[config.mk]
export PLATFORM = sky130hd
export DESIGN_NAME = html_text_flow_renderer_top
export DESIGN_NICKNAME = d
export VERILOG_FILES = /design/src/rtl/htfr_pkg.sv /design/src/rtl/htfr_parser.sv /design/src/rtl/html_text_flow_renderer_top.sv
export SDC_FILE = /design/constraint.sdc
export NUM_CORES = 1
export LEC_CHECK = 0
export BUFFER_PORTS_ARGS = -buffer_cell sky130_fd_sc_hd__buf_4
export CORE_MARGIN = 2
export CORE_UTILIZATION = 35
export DETAILED_ROUTE_END_ITERATION = 8
export PLACE_DENSITY = 0.61
export REMOVE_ABC_BUFFERS = 1
export SLEW_MARGIN = 15
export SYNTH_ARGS = -nofsm -noshare
export SYNTH_HDL_FRONTEND = slang
export SYNTH_SLANG_ARGS = --single-unit
[constraint.sdc]
create_clock -name clk -period 11.4 [get_ports clk]
set_input_delay 2.85 -clock clk [delete_from_list [all_inputs] [get_ports clk]]
set_output_delay 2.85 -clock clk [all_outputs]
set_load 0.02 [all_outputs]
[src/rtl/htfr_pkg.sv]
// ----------------------------------------------------------------------------
// htfr_pkg - shared definitions of the HTML text flow renderer
// Register map, character codes, reset values and the types that travel
// between the parser and the top level.
// ----------------------------------------------------------------------------
package htfr_pkg;

  // Entity name buffer depth (supported range 4 to 8).
  localparam int unsigned HTFR_ENTITY_NAME_MAX = 4;

  localparam int unsigned CHAR_W   = 8;
  localparam int unsigned COLUMN_W = 7;
  localparam int unsigned ROW_W    = 5;
  localparam int unsigned ADDR_W   = 4;
  localparam int unsigned DATA_W   = 32;
  localparam int unsigned OUT_W    = 24;

  // Register indexes (byte address / 4).
  localparam logic [1:0] REG_WRAP_COLUMN = 2'd0;
  localparam logic [1:0] REG_TOP_ROW     = 2'd1;
  localparam logic [1:0] REG_END_ROW     = 2'd2;

  localparam logic [COLUMN_W-1:0] WRAP_COLUMN_RST = 7'd78;
  localparam logic [ROW_W-1:0]    TOP_ROW_RST     = 5'd4;
  localparam logic [ROW_W-1:0]    END_ROW_RST     = 5'd22;

  // Character codes the parser reacts to.
  localparam logic [CHAR_W-1:0] CH_TAB   = 8'h09;
  localparam logic [CHAR_W-1:0] CH_LF    = 8'h0A;
  localparam logic [CHAR_W-1:0] CH_CR    = 8'h0D;
  localparam logic [CHAR_W-1:0] CH_SPACE = 8'h20;
  localparam logic [CHAR_W-1:0] CH_QUOT  = 8'h22;
  localparam logic [CHAR_W-1:0] CH_AMP   = 8'h26;
  localparam logic [CHAR_W-1:0] CH_SEMI  = 8'h3B;
  localparam logic [CHAR_W-1:0] CH_LT    = 8'h3C;
  localparam logic [CHAR_W-1:0] CH_GT    = 8'h3E;

  typedef struct packed {
    logic [COLUMN_W-1:0] wrap_column;
    logic [ROW_W-1:0]    top_row;
    logic [ROW_W-1:0]    end_row;
  } cfg_t;

  typedef struct packed {
    logic                valid;
    logic [CHAR_W-1:0]   out_char;
    logic [COLUMN_W-1:0] out_column;
    logic [ROW_W-1:0]    out_row;
  } res_t;

endpackage

[src/rtl/htfr_parser.sv]
// ----------------------------------------------------------------------------
// htfr_parser - page byte parser and cursor state
// Holds the parse mode, the cursor and the entity name buffer, and works out
// the character placed for the byte presented on step_byte.
// ----------------------------------------------------------------------------
module htfr_parser
  import htfr_pkg::*;
#(
  parameter int unsigned ENTITY_NAME_MAX = HTFR_ENTITY_NAME_MAX
) (
  input  logic              clk,
  input  logic              rst_n,
  input  logic              step_en,
  input  logic [CHAR_W-1:0] step_byte,
  input  logic              step_last,
  input  cfg_t              cfg,
  input  logic              top_load,
  input  logic [ROW_W-1:0]  top_value,
  output res_t              res
);

  localparam int unsigned IDX_W = $clog2(ENTITY_NAME_MAX);
  localparam int unsigned LEN_W = $clog2(ENTITY_NAME_MAX + 1);

  typedef enum logic [1:0] {
    MODE_TEXT,
    MODE_TAG,
    MODE_ENTITY,
    MODE_DROP
  } mode_t;

  mode_t               mode_r, mode_nxt;
  logic                space_run_r, space_run_nxt;
  logic [COLUMN_W-1:0] col_r, col_nxt;
  logic [ROW_W-1:0]    row_r, row_nxt;
  logic [LEN_W-1:0]    len_r, len_nxt;
  logic [CHAR_W-1:0]   name_r [ENTITY_NAME_MAX];
  logic                name_we;

  logic                row_open;
  logic                wrap_hit;
  logic [ROW_W:0]      row_inc;
  logic                place_ok;
  logic [COLUMN_W-1:0] place_col;
  logic [ROW_W-1:0]    place_row;
  logic                ent_hit;
  logic [CHAR_W-1:0]   ent_glyph;

  // Placement of a visible character at the cursor, with wrap.
  assign row_open  = row_r < cfg.end_row;
  assign wrap_hit  = col_r >= cfg.wrap_column;
  assign row_inc   = {1'b0, row_r} + 1'b1;
  assign place_ok  = row_open && (!wrap_hit || (row_inc < {1'b0, cfg.end_row}));
  assign place_col = wrap_hit ? '0 : col_r;
  assign place_row = wrap_hit ? row_inc[ROW_W-1:0] : row_r;

  // Entity lookup over the first four buffered name bytes.
  always_comb begin
    ent_hit   = 1'b0;
    ent_glyph = CH_SPACE;
    if (len_r == LEN_W'(4) && name_r[0] == "n" && name_r[1] == "b" &&
        name_r[2] == "s" && name_r[3] == "p") begin
      ent_hit   = 1'b1;
      ent_glyph = CH_SPACE;
    end else if (len_r == LEN_W'(2) && name_r[0] == "l" && name_r[1] == "t") begin
      ent_hit   = 1'b1;
      ent_glyph = CH_LT;
    end else if (len_r == LEN_W'(2) && name_r[0] == "g" && name_r[1] == "t") begin
      ent_hit   = 1'b1;
      ent_glyph = CH_GT;
    end else if (len_r == LEN_W'(3) && name_r[0] == "a" && name_r[1] == "m" &&
                 name_r[2] == "p") begin
      ent_hit   = 1'b1;
      ent_glyph = CH_AMP;
    end else if (len_r == LEN_W'(4) && name_r[0] == "q" && name_r[1] == "u" &&
                 name_r[2] == "o" && name_r[3] == "t") begin
      ent_hit   = 1'b1;
      ent_glyph = CH_QUOT;
    end
  end

  always_comb begin
    mode_nxt      = mode_r;
    space_run_nxt = space_run_r;
    col_nxt       = col_r;
    row_nxt       = row_r;
    len_nxt       = len_r;
    name_we       = 1'b0;
    res           = '0;
    case (mode_r)
      MODE_TAG: begin
        if (step_byte == CH_GT) begin
          mode_nxt = MODE_TEXT;
          if (col_r != '0 && row_open) begin
            col_nxt = '0;
            row_nxt = row_inc[ROW_W-1:0];
          end
        end
      end
      MODE_ENTITY: begin
        if (step_byte == CH_SEMI) begin
          mode_nxt = MODE_TEXT;
          len_nxt  = '0;
          if (ent_hit && row_open) begin
            row_nxt = place_row;
            col_nxt = place_col;
            if (place_ok) begin
              res     = '{1'b1, ent_glyph, place_col, place_row};
              col_nxt = place_col + 1'b1;
            end
          end
        end else if (len_r < LEN_W'(ENTITY_NAME_MAX)) begin
          name_we = 1'b1;
          len_nxt = len_r + 1'b1;
        end else begin
          mode_nxt = MODE_DROP;
        end
      end
      MODE_DROP: begin
        if (step_byte == CH_SEMI) begin
          mode_nxt = MODE_TEXT;
          len_nxt  = '0;
        end
      end
      default: begin
        if (step_byte == CH_SPACE || step_byte == CH_TAB) begin
          space_run_nxt = 1'b1;
          if (!space_run_r && row_open && !wrap_hit) begin
            res     = '{1'b1, CH_SPACE, col_r, row_r};
            col_nxt = col_r + 1'b1;
          end
        end else begin
          space_run_nxt = 1'b0;
          if (step_byte == CH_LT) begin
            mode_nxt = MODE_TAG;
          end else if (step_byte == CH_AMP) begin
            mode_nxt = MODE_ENTITY;
            len_nxt  = '0;
          end else if (step_byte != CH_CR && step_byte != CH_LF && row_open) begin
            row_nxt = place_row;
            col_nxt = place_col;
            if (place_ok) begin
              res     = '{1'b1, step_byte, place_col, place_row};
              col_nxt = place_col + 1'b1;
            end
          end
        end
      end
    endcase
    // The final byte of a page puts the parser back at the start.
    if (step_last) begin
      mode_nxt      = MODE_TEXT;
      space_run_nxt = 1'b0;
      col_nxt       = '0;
      row_nxt       = cfg.top_row;
      len_nxt       = '0;
    end
  end

  always_ff @(posedge clk) begin
    if (!rst_n) begin
      mode_r      <= MODE_TEXT;
      space_run_r <= 1'b0;
      col_r       <= '0;
      row_r       <= TOP_ROW_RST;
      len_r       <= '0;
    end else begin
      if (step_en) begin
        mode_r      <= mode_nxt;
        space_run_r <= space_run_nxt;
        col_r       <= col_nxt;
        len_r       <= len_nxt;
        row_r       <= row_nxt;
      end
      if (top_load) begin
        row_r <= top_value;
      end
    end
  end

  always_ff @(posedge clk) begin
    if (step_en && name_we) begin
      name_r[len_r[IDX_W-1:0]] <= step_byte;
    end
  end

endmodule

[src/rtl/html_text_flow_renderer_top.sv]
// ----------------------------------------------------------------------------
// html_text_flow_renderer_top - HTML text flow renderer
// Strips tags, decodes a few entities and places the visible text of a page
// on a character grid, one page byte per transfer.
// ----------------------------------------------------------------------------
//
//  Channel  Direction  Signals                        Moves
//  -------  ---------  -----------------------------  ---------------------------
//  in       slave      in_tvalid/tready/tdata/tlast   one page byte, tlast ends page
//  out      master     out_tvalid/tready/tdata        one placed character
//  cfg      APB slave  cfg_psel/penable/pwrite/...    wrap_column, top_row, end_row
//
// The block takes one byte in every cycle that in_tready is high. A byte
// that places a character shows it on the out channel in the cycle after
// its transfer; the single output register lies between the two.
// in_tready stays high while the output register is empty or being taken,
// so a stall on the out side holds the input only when a result waits.
// Reset (rst_n, synchronous, active low) loads the register defaults and
// puts the parser in text mode at column zero of the top row.
// ----------------------------------------------------------------------------
module html_text_flow_renderer_top
  import htfr_pkg::*;
#(
  parameter int unsigned ENTITY_NAME_MAX = HTFR_ENTITY_NAME_MAX
) (
  input  logic              clk,
  input  logic              rst_n,
  // Input stream.
  input  logic              in_tvalid,
  output logic              in_tready,
  input  logic [7:0]        in_tdata,   // [7:0] in_byte
  input  logic              in_tlast,   // last_byte
  // Result stream.
  output logic              out_tvalid,
  input  logic              out_tready,
  output logic [OUT_W-1:0]  out_tdata,  // [7:0] out_char, [14:8] out_column,
                                        // [19:15] out_row, [23:20] zero
  // Configuration port.
  input  logic              cfg_psel,
  input  logic              cfg_penable,
  input  logic              cfg_pwrite,
  input  logic [ADDR_W-1:0] cfg_paddr,
  input  logic [DATA_W-1:0] cfg_pwdata,
  output logic [DATA_W-1:0] cfg_prdata,
  output logic              cfg_pready
);

  cfg_t                cfg_r;
  logic                cfg_wr;
  logic [1:0]          cfg_idx;
  logic                in_fire;
  res_t                res;
  logic                out_valid_r, out_valid_nxt;
  logic [CHAR_W-1:0]   out_char_r;
  logic [COLUMN_W-1:0] out_column_r;
  logic [ROW_W-1:0]    out_row_r;

  // Register writes complete in the access phase; pready is never pulled low.
  assign cfg_pready = 1'b1;
  assign cfg_wr     = cfg_psel && cfg_penable && cfg_pwrite && cfg_pready;
  assign cfg_idx    = cfg_paddr[3:2];

  always_ff @(posedge clk) begin
    if (!rst_n) begin
      cfg_r.wrap_column <= WRAP_COLUMN_RST;
      cfg_r.top_row     <= TOP_ROW_RST;
      cfg_r.end_row     <= END_ROW_RST;
    end else if (cfg_wr) begin
      case (cfg_idx)
        REG_WRAP_COLUMN: cfg_r.wrap_column <= cfg_pwdata[COLUMN_W-1:0];
        REG_TOP_ROW:     cfg_r.top_row     <= cfg_pwdata[ROW_W-1:0];
        REG_END_ROW:     cfg_r.end_row     <= cfg_pwdata[ROW_W-1:0];
        default:         ;
      endcase
    end
  end

  always_comb begin
    case (cfg_idx)
      REG_WRAP_COLUMN: cfg_prdata = DATA_W'(cfg_r.wrap_column);
      REG_TOP_ROW:     cfg_prdata = DATA_W'(cfg_r.top_row);
      REG_END_ROW:     cfg_prdata = DATA_W'(cfg_r.end_row);
      default:         cfg_prdata = '0;
    endcase
  end

  // A new byte is taken whenever the output register is free this cycle.
  assign in_tready = !out_valid_r || out_tready;
  assign in_fire   = in_tvalid && in_tready;

  // Writing top_row moves the cursor to the new row at once.
  htfr_parser #(
    .ENTITY_NAME_MAX (ENTITY_NAME_MAX)
  ) u_parser (
    .clk       (clk),
    .rst_n     (rst_n),
    .step_en   (in_fire),
    .step_byte (in_tdata),
    .step_last (in_tlast),
    .cfg       (cfg_r),
    .top_load  (cfg_wr && cfg_idx == REG_TOP_ROW),
    .top_value (cfg_pwdata[ROW_W-1:0]),
    .res       (res)
  );

  // Output register: loads on every input transfer that places a character,
  // otherwise empties when its content is taken.
  always_comb begin
    out_valid_nxt = out_valid_r && !out_tready;
    if (in_fire) begin
      out_valid_nxt = res.valid;
    end
  end

  always_ff @(posedge clk) begin
    if (!rst_n) begin
      out_valid_r <= 1'b0;
    end else begin
      out_valid_r <= out_valid_nxt;
    end
  end

  always_ff @(posedge clk) begin
    if (in_fire && res.valid) begin
      out_char_r   <= res.out_char;
      out_column_r <= res.out_column;
      out_row_r    <= res.out_row;
    end
  end

  assign out_tvalid = out_valid_r;
  assign out_tdata  = {4'b0000, out_row_r, out_column_r, out_char_r};

  // A character is never placed at or beyond the row limit.
  a_row_below_end: assert property (@(posedge clk) disable iff (!rst_n)
    (in_fire && res.valid) |-> (res.out_row < cfg_r.end_row))
    else $error("character placed at or past end_row");

  // Input is held back only while a result waits in the output register.
  a_ready_only_blocked_by_result: assert property (@(posedge clk) disable iff (!rst_n)
    !in_tready |-> out_tvalid)
    else $error("input stalled with an empty output register");

  // A transfer that places a character presents it in the next cycle.
  a_result_follows: assert property (@(posedge clk) disable iff (!rst_n)
    (in_fire && res.valid) |=>
      (out_tvalid && out_tdata[7:0] == $past(res.out_char) &&
       out_tdata[14:8] == $past(res.out_column)))
    else $error("placed character missing from output register");

  // A transfer without a character leaves nothing behind once the old one is taken.
  a_no_invented_result: assert property (@(posedge clk) disable iff (!rst_n)
    (in_fire && !res.valid) |=> !out_tvalid)
    else $error("output valid without a placed character");

endmodule

==> results of run 1 <==
==> cell type report <==
type,count,area (um^2)
Clock inverter,6,131.4
Inverter,29,108.9
Tap cell,211,264.0
Timing Repair Buffer,55,412.9
Multi-Input combinational cell,436,2877
Sequential cell,88,2282
Clock buffer,10,229.0
Fill cell,1496,8954
==> path summary, 6_finish.rpt <==
path | from | to | slack (ps) | cells past startpoint
worst min-delay path | cfg_r[15]$_SDFFE_PN0P_ | cfg_r[15]$_SDFFE_PN0P_ | 470 | 2
worst min register to register | cfg_r[15]$_SDFFE_PN0P_ | cfg_r[15]$_SDFFE_PN0P_ | 470 | 2
worst max register to register | u_parser.row_r[2]$_SDFFE_PN1P_ | out_char_r[0]$_DFFE_PP_ | 7790 | 10
worst max-delay path | cfg_paddr[3] | cfg_prdata[4] | 4870 | 5
==> cells in the mapped netlist, types with 5 or more instances <==
library cell / number / area share (%)
a31oi_1: 12 / 1.4
nand2_1: 58 / 4.0
nor3b_1: 8 / 1.1
ha_1: 29 / 6.6
o211ai_1: 14 / 1.9
and3b_1: 6 / 0.96
nand2b_1: 7 / 0.80
edfxtp_1: 52 / 29
mux2i_1: 9 / 1.6
nor3_1: 8 / 0.73
buf_4: 33 / 4.5
o22ai_1: 6 / 0.69
nor4bb_1: 6 / 1.1
dfxtp_1: 36 / 13
inv_1: 27 / 1.9
and2_1: 10 / 1.1
a21oi_1: 27 / 2.5
nand3_1: 22 / 2.0
o21ai_0: 24 / 2.2
a211oi_1: 5 / 0.69
o21ai_1: 5 / 0.46
nor2_1: 29 / 2.0
nand4_1: 14 / 1.6
and3_1: 8 / 0.91
nor4_1: 5 / 0.57
nor2b_1: 13 / 1.5
clkbuf_1: 16 / 1.1
==> registers in the layout, summed over array words and instances (netlist names) <==
name                  count
u_parser.name_r          32
cfg_r                    17
out_char_r                8
out_column_r              7
u_parser.col_r            7
out_row_r                 5
u_parser.row_r            5
u_parser.len_r            3
u_parser.mode_r           2
out_tvalid                1
u_parser.space_run_r      1
==> power by group <==
| group | leakage [nW] | switching, mW | internal (mW) | total, mW |
|---|---|---|---|---|
| combinational | 1.50 | 0.0738 | 0.0385 | 0.112 |
| clock | 0.170 | 0.123 | 0.236 | 0.358 |
| sequential | 0.776 | 0.00670 | 0.350 | 0.357 |
==> cells by family after synthesis <==
kind of cell               count (synthesis)
DFF                                       88
other                                      2
AOI/OAI and AO/OA                        140
adders and majority gates                 29
xor gates and xnor gates                   4
buffers and inverters                     80
muxes                                      9
and+or+nand+nor                          224
==> metrics by stage <==
step	util, %	hold WS, ps
global placement	38.93	448.8
floorplan	-	436.3
global route	41.32	513.4
detailed placement	38.93	460.1
CTS	41.29	469.3
finish	41.32	469.3
==> routing by layer <==
metal	wire length, um	up-vias	global-route usage [%]
li1	-	2191	-
met1	6613	2222	24.39
met2	6289	199	26.30
met3	974	21	3.509
met4	239	0	6.586
met5	0	-	0
==> worst max-delay path, delay by kind of cell <==
family | cells | cell delay, ps
AND/OR/NAND/NOR | 2 | 380
buffers and inverters | 2 | 340
AO/OA/AOI/OAI | 1 | 110
==> results.sh, run 1 <==
export IMPL_finalHoldViolations=0
export IMPL_clk_pin_slew_ps=60
export IMPL_cp_cell_sequence="buf_4 > nor2b_1 > nand2_1 > o21ai_0 > buf_4"
export IMPL_drc=0
export IMPL_grt_pass1_wl_mm=22.66
export IMPL_cts_resized=0
export IMPL_yosysUniqueCellTypes=80
export IMPL_cts_buffers=9
export IMPL_avgRoutedWirePerCell_um=16.91
export IMPL_cap_violations=0
export IMPL_slowest_stage="nor2b_1"
export IMPL_slew_headroom_pct=29.10
export IMPL_antenna_found_initial=0
export IMPL_synthAdderAreaFrac_pct=6.626
export IMPL_synthMuxAreaShare_pct=1.645
export IMPL_synth_top_family_by_area="simple AND/OR/NAND/NOR gates"
export IMPL_power_density_nw_per_um2=131.2
export IMPL_area_growth_pct=15.12
export IMPL_place_hpwl_mm=10.41
export IMPL_cts_sinks=88
export IMPL_postCtsHoldBufs=0
export IMPL_insertion_delay_ps=350
export IMPL_post_cts_setup_buffer_count=0
export IMPL_synth_edf_count=52
export IMPL_finalMaxSlewViolations=0
export IMPL_dpl_worst_slack_ps=4899
export IMPL_path_max_fanout=13
export IMPL_fin_cells=835
export IMPL_avgSynthCellArea_um2=9.508
export IMPL_cts_htree_levels=3
export IMPL_synthSimpleGateAreaFrac_pct=23.55
export IMPL_nNetsFinal=700
export IMPL_syn_inst=576
export IMPL_dp_cells=819
export IMPL_crit_type="primary input to primary output"
export IMPL_finalWorstSetupSlack_ps=4867
export IMPL_dr_pass1_iters=5
export IMPL_synth_xor_area_share_pct=0.6397
export IMPL_layout_common_cells="nand2_1, buf_4, edfxtp_1"
export IMPL_skew_ps=6.617
export IMPL_dieArea_um2=16660
export IMPL_required_ps=8550
export IMPL_async_flop_share_pct=0
export IMPL_setup_viol=0
export IMPL_die_x_um=129.1
export IMPL_min_path_type="flop to flop"
export IMPL_root_buffer="clkbuf_16"
export IMPL_track_usage_pct=17.31
export IMPL_vias_per_cell=5.549
export IMPL_synthesis_area_um2=5477
export IMPL_synth_compound_area_share_pct=17.84
export IMPL_startpoint_type="primary input"
export IMPL_drive_gt1_share_pct=15.06
export IMPL_die_height_um=129.1
export IMPL_tightest_slew_ps=1055
export IMPL_layout_min_cycle_time_ps=6533
export IMPL_gp_congestion=0.8919
export IMPL_grt_remaining_overflow=0
export IMPL_cp_common_cell="buf_4"
export IMPL_antenna_left=0
export IMPL_vdd_drop_max_uv=88.23
export IMPL_status="finished, final reports clean"
export IMPL_routed_wirelength_mm=14.12
export IMPL_cts_tree="built"
export IMPL_port_buffers=53
export IMPL_floorplan_core_area_um2=15260
export IMPL_cpPeakStageDelay_ps=300
export IMPL_tns_ps=0
export IMPL_p_leak_nw=2.446
export IMPL_arrival_ps=3680
export IMPL_synthFlopType="edfxtp_1"
export IMPL_rows=45
export IMPL_power_uw=827.4
export IMPL_yosys_warnings=0
export IMPL_grt_pass1_vias=4451
export IMPL_start_util_pct=35.89
export IMPL_via_count=4633
export IMPL_placed_cell_area_um2=5939
export IMPL_ys_ff_latch=88
export IMPL_layout_commonest_cell="nand2_1"
export IMPL_fmax_mhz=153.1
export IMPL_cts_buffer_depth=2
export IMPL_drt_iter0_drc=318
export IMPL_stdcell_area_um2=6305
export IMPL_ys_seq_area_share_pct=41.67
export IMPL_grt_start_max_net_pins=24
export IMPL_top_level_ports=111
export IMPL_min_period_over_period_pct=57.30
export IMPL_critPathCaptureType="primary output"
export IMPL_rsz0062_at_grt="false"
export IMPL_antenna_cells=0
No activity file was read; power rests on OpenSTA's default activity.
==> run 2: changes to the inputs <==
PLACE_DENSITY = 0.63   (was 0.61)
clock period = 5.41 ns   (was 11.4 ns; I/O delays follow)
==> results.sh, run 2 (synthesis gave the netlist of run 1 again) <==
export IMPL_place_hpwl_mm=10.31
export IMPL_p_switching_uw=418.6
export IMPL_rows=45
export IMPL_layout_min_cycle_time_ps=3608
export IMPL_min_period_over_period_pct=66.69
export IMPL_status="finished, final reports clean"
export IMPL_crit_type="flop to flop"
export IMPL_rsz0062_at_grt="false"
export IMPL_insertion_delay_ps=360
export IMPL_cap_violations=0
export IMPL_drive_gt1_share_pct=14.58
export IMPL_antenna_cells=0
export IMPL_layout_common_cells="nand2_1, buf_4, edfxtp_1"
export IMPL_die_x_um=129.1
export IMPL_r2r_setup_slack_ps=1800
export IMPL_slew_headroom_pct=28.53
export IMPL_power_density_nw_per_um2=262.1
export IMPL_cts_htree_levels=3
export IMPL_start_util_pct=35.89
export IMPL_hold_depth=2
export IMPL_critPathCaptureType="flop"
export IMPL_finalMaxSlewViolations=0
export IMPL_drt_iter0_drc=352
export IMPL_setup_viol=0
export IMPL_clk_pin_slew_ps=60
export IMPL_die_height_um=129.1
export IMPL_n_fill_cell=1483
export IMPL_routed_wirelength_mm=13.94
export IMPL_vias_per_cell=5.513
export IMPL_dr_pass1_iters=5
export IMPL_dpl_worst_slack_ps=1507
export IMPL_seqPwrFrac_pct=45.9
export IMPL_track_usage_pct=17.23
export IMPL_cts_buffers=9
export IMPL_grt_remaining_overflow=0
export IMPL_antenna_left=0
export IMPL_finalWorstSetupSlack_ps=1802
export IMPL_vdd_drop_max_uv=179.5
export IMPL_nNetsFinal=700
export IMPL_p_leak_nw=2.423
export IMPL_root_buffer="clkbuf_16"
export IMPL_arrival_ps=3640
export IMPL_grt_pass1_vias=4371
export IMPL_rr_worst_depth=10
export IMPL_grt_pass1_wl_mm=22.38
export IMPL_postCtsHoldBufs=0
export IMPL_placed_cell_area_um2=5939
export IMPL_startpoint_type="flop"
export IMPL_stdcell_area_um2=6248
export IMPL_required_ps=5450
export IMPL_cts_resized=0
export IMPL_min_path_type="flop to flop"
export IMPL_largest_reg_flops=32
export IMPL_skew_ps=7.456
export IMPL_post_cts_setup_buffer_count=0
export IMPL_path_max_fanout=20
export IMPL_cts_sinks=88
export IMPL_fmax_mhz=277.2
export IMPL_area_growth_pct=14.10
export IMPL_switching_share_pct=25.56
export IMPL_p_comb_share_pct=14.4
export IMPL_port_buffers=53
export IMPL_cts_tree="built"
export IMPL_drc=0
export IMPL_finalHoldViolations=0
export IMPL_via_count=4603
export IMPL_antenna_found_initial=0
export IMPL_tightest_slew_ps=1064
export IMPL_grt_start_max_net_pins=24
export IMPL_p_int_mw=1.219
export IMPL_tns_ps=0
export IMPL_gp_congestion=0.8977
export IMPL_floorplan_core_area_um2=15260
export IMPL_layout_commonest_cell="nand2_1"
export IMPL_top_level_ports=111
export IMPL_dieArea_um2=16660
export IMPL_cts_buffer_depth=2
export IMPL_avgRoutedWirePerCell_um=16.70
export IMPL_clkPwrFrac_pct=39.7
run 2: cell types whose count changed in the layout (fill, tap and decap cells not counted):
cell	previous run	this run
clkbuf_1	1	2
clkinvlp_4	1	0
clkinv_1	3	5
bufinv_16	4	2
run 2: cell type report:
cell class | count | area, um^2 | area share [%]
Multi-Input combinational cell | 436 | 2877 | 46.04
Sequential cell | 88 | 2282 | 36.52
Timing Repair Buffer | 55 | 412.9 | 6.608
Tap cell | 211 | 264.0 | 4.225
Clock buffer | 11 | 232.7 | 3.724
Inverter | 29 | 108.9 | 1.742
Clock inverter | 5 | 71.32 | 1.141
run 2: through the flow:
step / util, % / hold WS, ps / cells / power (mW)
6_report: 40.95 / 463.4 / 835 / 1.638
3_3_place_gp: 38.93 / 447.2 / 819 / 0.9940
5_1_grt: 40.95 / 493.8 / 835 / 1.697
2_1_floorplan: - / 436.3 / 553 / 0.9041
3_5_place_dp: 38.93 / 456.4 / 819 / 0.9998
4_1_cts: 40.92 / 464.9 / 835 / 1.638
run 2: worst paths after layout:
path                             end                            from
max          out_char_r[7]$_DFFE_PP_  u_parser.row_r[2]$_SDFFE_PN1P_
min           cfg_r[15]$_SDFFE_PN0P_          cfg_r[15]$_SDFFE_PN0P_
max reg2reg  out_char_r[7]$_DFFE_PP_  u_parser.row_r[2]$_SDFFE_PN1P_
min reg2reg   cfg_r[15]$_SDFFE_PN0P_          cfg_r[15]$_SDFFE_PN0P_
run 2: critical path: stages (launching register included):
cell      delay [ps]
dfxtp_1          550
nand3_1          190
and2_1           210
or2_2            300
ha_1             200
a211oi_1         210
o21ai_0          170
a21oi_1          710
nand2_1          270
a21oi_2          200
buf_4            280
run 2: per-layer routing:
metal | up-vias | wire (um) | GRT usage [%]
met5 | - | 0 | 0
met2 | 188 | 6232 | 26.80
li1 | 2187 | - | -
met3 | 21 | 1110 | 4.666
met4 | 0 | 210 | 4.859
met1 | 2207 | 6388 | 23.70
run 2: power by group through the flow:
stage	sequential, mW	clock [mW]	combinational, mW
4_1_cts	0.752	0.652	0.234
6_report	0.752	0.650	0.236
2_1_floorplan	0.783	0	0.121
5_1_grt	0.754	0.685	0.258
3_5_place_dp	0.767	0	0.233
3_3_place_gp	0.765	0	0.229
==> run 3: changes to the inputs <==
PLACE_DENSITY = 0.61   (was 0.63)
clock period = 3.5 ns   (was 5.41 ns; I/O delays follow)
==> results.sh, run 3 (synthesis gave the netlist of run 1 again) <==
export IMPL_status="finished, final reports clean"
export IMPL_top_level_ports=111
export IMPL_r2r_end="u_parser.col_r[2]$_SDFFE_PN0P_"
export IMPL_p_leak_nw=2.510
export IMPL_r2r_setup_slack_ps=260
export IMPL_rows=45
export IMPL_layout_min_cycle_time_ps=3239
export IMPL_switching_share_pct=25.55
export IMPL_skew_ps=8.712
export IMPL_postCtsHoldBufs=0
export IMPL_insertion_delay_ps=360
export IMPL_p_switching_uw=676.7
export IMPL_grt_start_max_net_pins=24
export IMPL_hold_ws_ps=464.8
export IMPL_track_usage_pct=17.73
export IMPL_finalMaxSlewViolations=0
export IMPL_dieArea_um2=16660
export IMPL_setup_viol=0
export IMPL_start_util_pct=35.89
export IMPL_drc=0
export IMPL_cts_htree_levels=3
export IMPL_critPathCapture="u_parser.col_r[2]$_SDFFE_PN0P_"
export IMPL_n_fill_cell=1492
export IMPL_grt_pass1_vias=4480
export IMPL_nNetsFinal=714
export IMPL_p_int_mw=1.972
export IMPL_largest_reg_flops=32
export IMPL_startpoint="u_parser.col_r[4]$_SDFFE_PN0P_"
export IMPL_vdd_drop_max_uv=224.5
export IMPL_tightest_slew_ps=1007
export IMPL_p_comb_share_pct=14.2
export IMPL_min_period_over_period_pct=92.55
export IMPL_fmax_mhz=308.7
export IMPL_clk_pin_slew_ps=60
export IMPL_grt_pass1_wl_mm=23.08
export IMPL_root_buffer="clkbuf_16"
export IMPL_post_cts_setup_buffer_count=0
export IMPL_avgRoutedWirePerCell_um=16.73
export IMPL_port_buffers=53
export IMPL_finalHoldViolations=0
export IMPL_required_ps=3750
export IMPL_cts_tree="built"
export IMPL_grt_remaining_overflow=0
export IMPL_min_path_type="flop to flop"
export IMPL_dr_pass1_iters=4
export IMPL_drive_gt1_share_pct=17.08
export IMPL_rsz0062_at_grt="false"
export IMPL_layout_commonest_cell="buf_4"
export IMPL_slew_headroom_pct=32.70
export IMPL_arrival_ps=3490
export IMPL_cts_buffers=9
export IMPL_floorplan_core_area_um2=15260
export IMPL_place_hpwl_mm=10.69
export IMPL_clkPwrFrac_pct=42.0
export IMPL_r2r_start="u_parser.col_r[4]$_SDFFE_PN0P_"
export IMPL_via_count=4658
export IMPL_startpoint_type="flop"
export IMPL_cts_buffer_depth=2
export IMPL_antenna_cells=0
export IMPL_power_density_nw_per_um2=414.5
export IMPL_vias_per_cell=5.486
export IMPL_final_util_pct=41.88
export IMPL_layout_common_cells="buf_4, nand2_1, edfxtp_1"
export IMPL_die_x_um=129.1
export IMPL_seqPwrFrac_pct=43.9
export IMPL_crit_type="flop to flop"
export IMPL_cts_sinks=88
export IMPL_cts_resized=0
export IMPL_antenna_left=0
export IMPL_path_max_fanout=11
export IMPL_area_growth_pct=16.68
export IMPL_drt_iter0_drc=322
export IMPL_routed_wirelength_mm=14.20
export IMPL_gp_congestion=0.9090
export IMPL_cap_violations=0
export IMPL_die_height_um=129.1
export IMPL_antenna_found_initial=0
export IMPL_critPathCaptureType="flop"
export IMPL_rr_worst_depth=12
[run 3: cell types whose count changed in the layout (fill, tap and decap cells not counted)]
| cell | before | now |
|---|---|---|
| buf_4 | 55 | 69 |
| bufinv_16 | 2 | 3 |
| clkbuf_1 | 2 | 0 |
| clkinv_1 | 5 | 2 |
| clkinv_2 | 0 | 1 |
| clkinv_4 | 0 | 2 |
| clkinvlp_4 | 0 | 1 |
| nor3b_1 | 7 | 8 |
| nor3b_2 | 2 | 1 |
[run 3: area by class of cell]
cell class / instances / area, um^2 / area share [%]
clock buffer: 9 / 225.2 / 3.525
tap: 211 / 264.0 / 4.132
clock inverter: 7 / 120.1 / 1.880
inverter: 29 / 108.9 / 1.704
multi-input combinational: 436 / 2872 / 44.94
sequential: 88 / 2282 / 35.72
timing repair buffer: 69 / 518.0 / 8.107
[run 3: layer usage]
layer | wire (um) | up-vias | GRT usage (%) | share of wire [%]
met2 | 6335 | 167 | 27.95 | 45
met4 | 211 | 0 | 5.627 | 1.5
li1 | - | 2206 | - | -
met3 | 891 | 21 | 3.633 | 6.3
met5 | 0 | - | 0 | 0
met1 | 6765 | 2264 | 24.56 | 48
[run 3: through the flow]
| step | instance area, um^2 | setup TNS, ps | cells | worst slack [ps] | power (mW) |
|---|---|---|---|---|---|
| after floorplan | 5259 | -3302 | 553 | -165.1 | 1.398 |
| after CTS | 6390 | 0 | 849 | 286.8 | 2.666 |
| after global placement | 6045 | 0 | 833 | 369.8 | 1.547 |
| final | 6390 | 0 | 849 | 260.8 | 2.649 |
| after global routing | 6390 | 0 | 849 | 42.64 | 2.740 |
| after detailed placement | 6045 | 0 | 833 | 317.0 | 1.556 |
[run 3: how the worst min path moves through the flow]
stage	from	endpoint	slack (ps)	depth (start not counted)
final	cfg_r[15]$_SDFFE_PN0P_	cfg_r[15]$_SDFFE_PN0P_	460	2
after global routing	cfg_r[15]$_SDFFE_PN0P_	cfg_r[15]$_SDFFE_PN0P_	500	2
after CTS	cfg_r[15]$_SDFFE_PN0P_	cfg_r[15]$_SDFFE_PN0P_	470	2
after detailed placement	cfg_r[15]$_SDFFE_PN0P_	cfg_r[15]$_SDFFE_PN0P_	460	2
after global placement	cfg_r[15]$_SDFFE_PN0P_	cfg_r[15]$_SDFFE_PN0P_	450	2
after floorplan	cfg_r[15]$_SDFFE_PN0P_	cfg_r[15]$_SDFFE_PN0P_	440	2
[run 3: power by group through the flow]
stage | clock network, mW | logic, mW | registers [mW]
after floorplan | 0 | 0.187 | 1.21
after global placement | 0 | 0.365 | 1.18
after detailed placement | 0 | 0.372 | 1.18
after CTS | 1.13 | 0.374 | 1.16
after global routing | 1.16 | 0.411 | 1.17
final | 1.11 | 0.376 | 1.16
[run 3: critical path: stages (launching register included)]
cell      delay (ps)
dfxtp_1          510
ha_1             310
a211oi_1         210
o21bai_1         120
a21o_1           300
nor2_1           200
ha_1             260
nor4b_1          290
a21oi_1          100
nand2_1          110
o31ai_1           70
a2111o_1         410
a41o_1           240
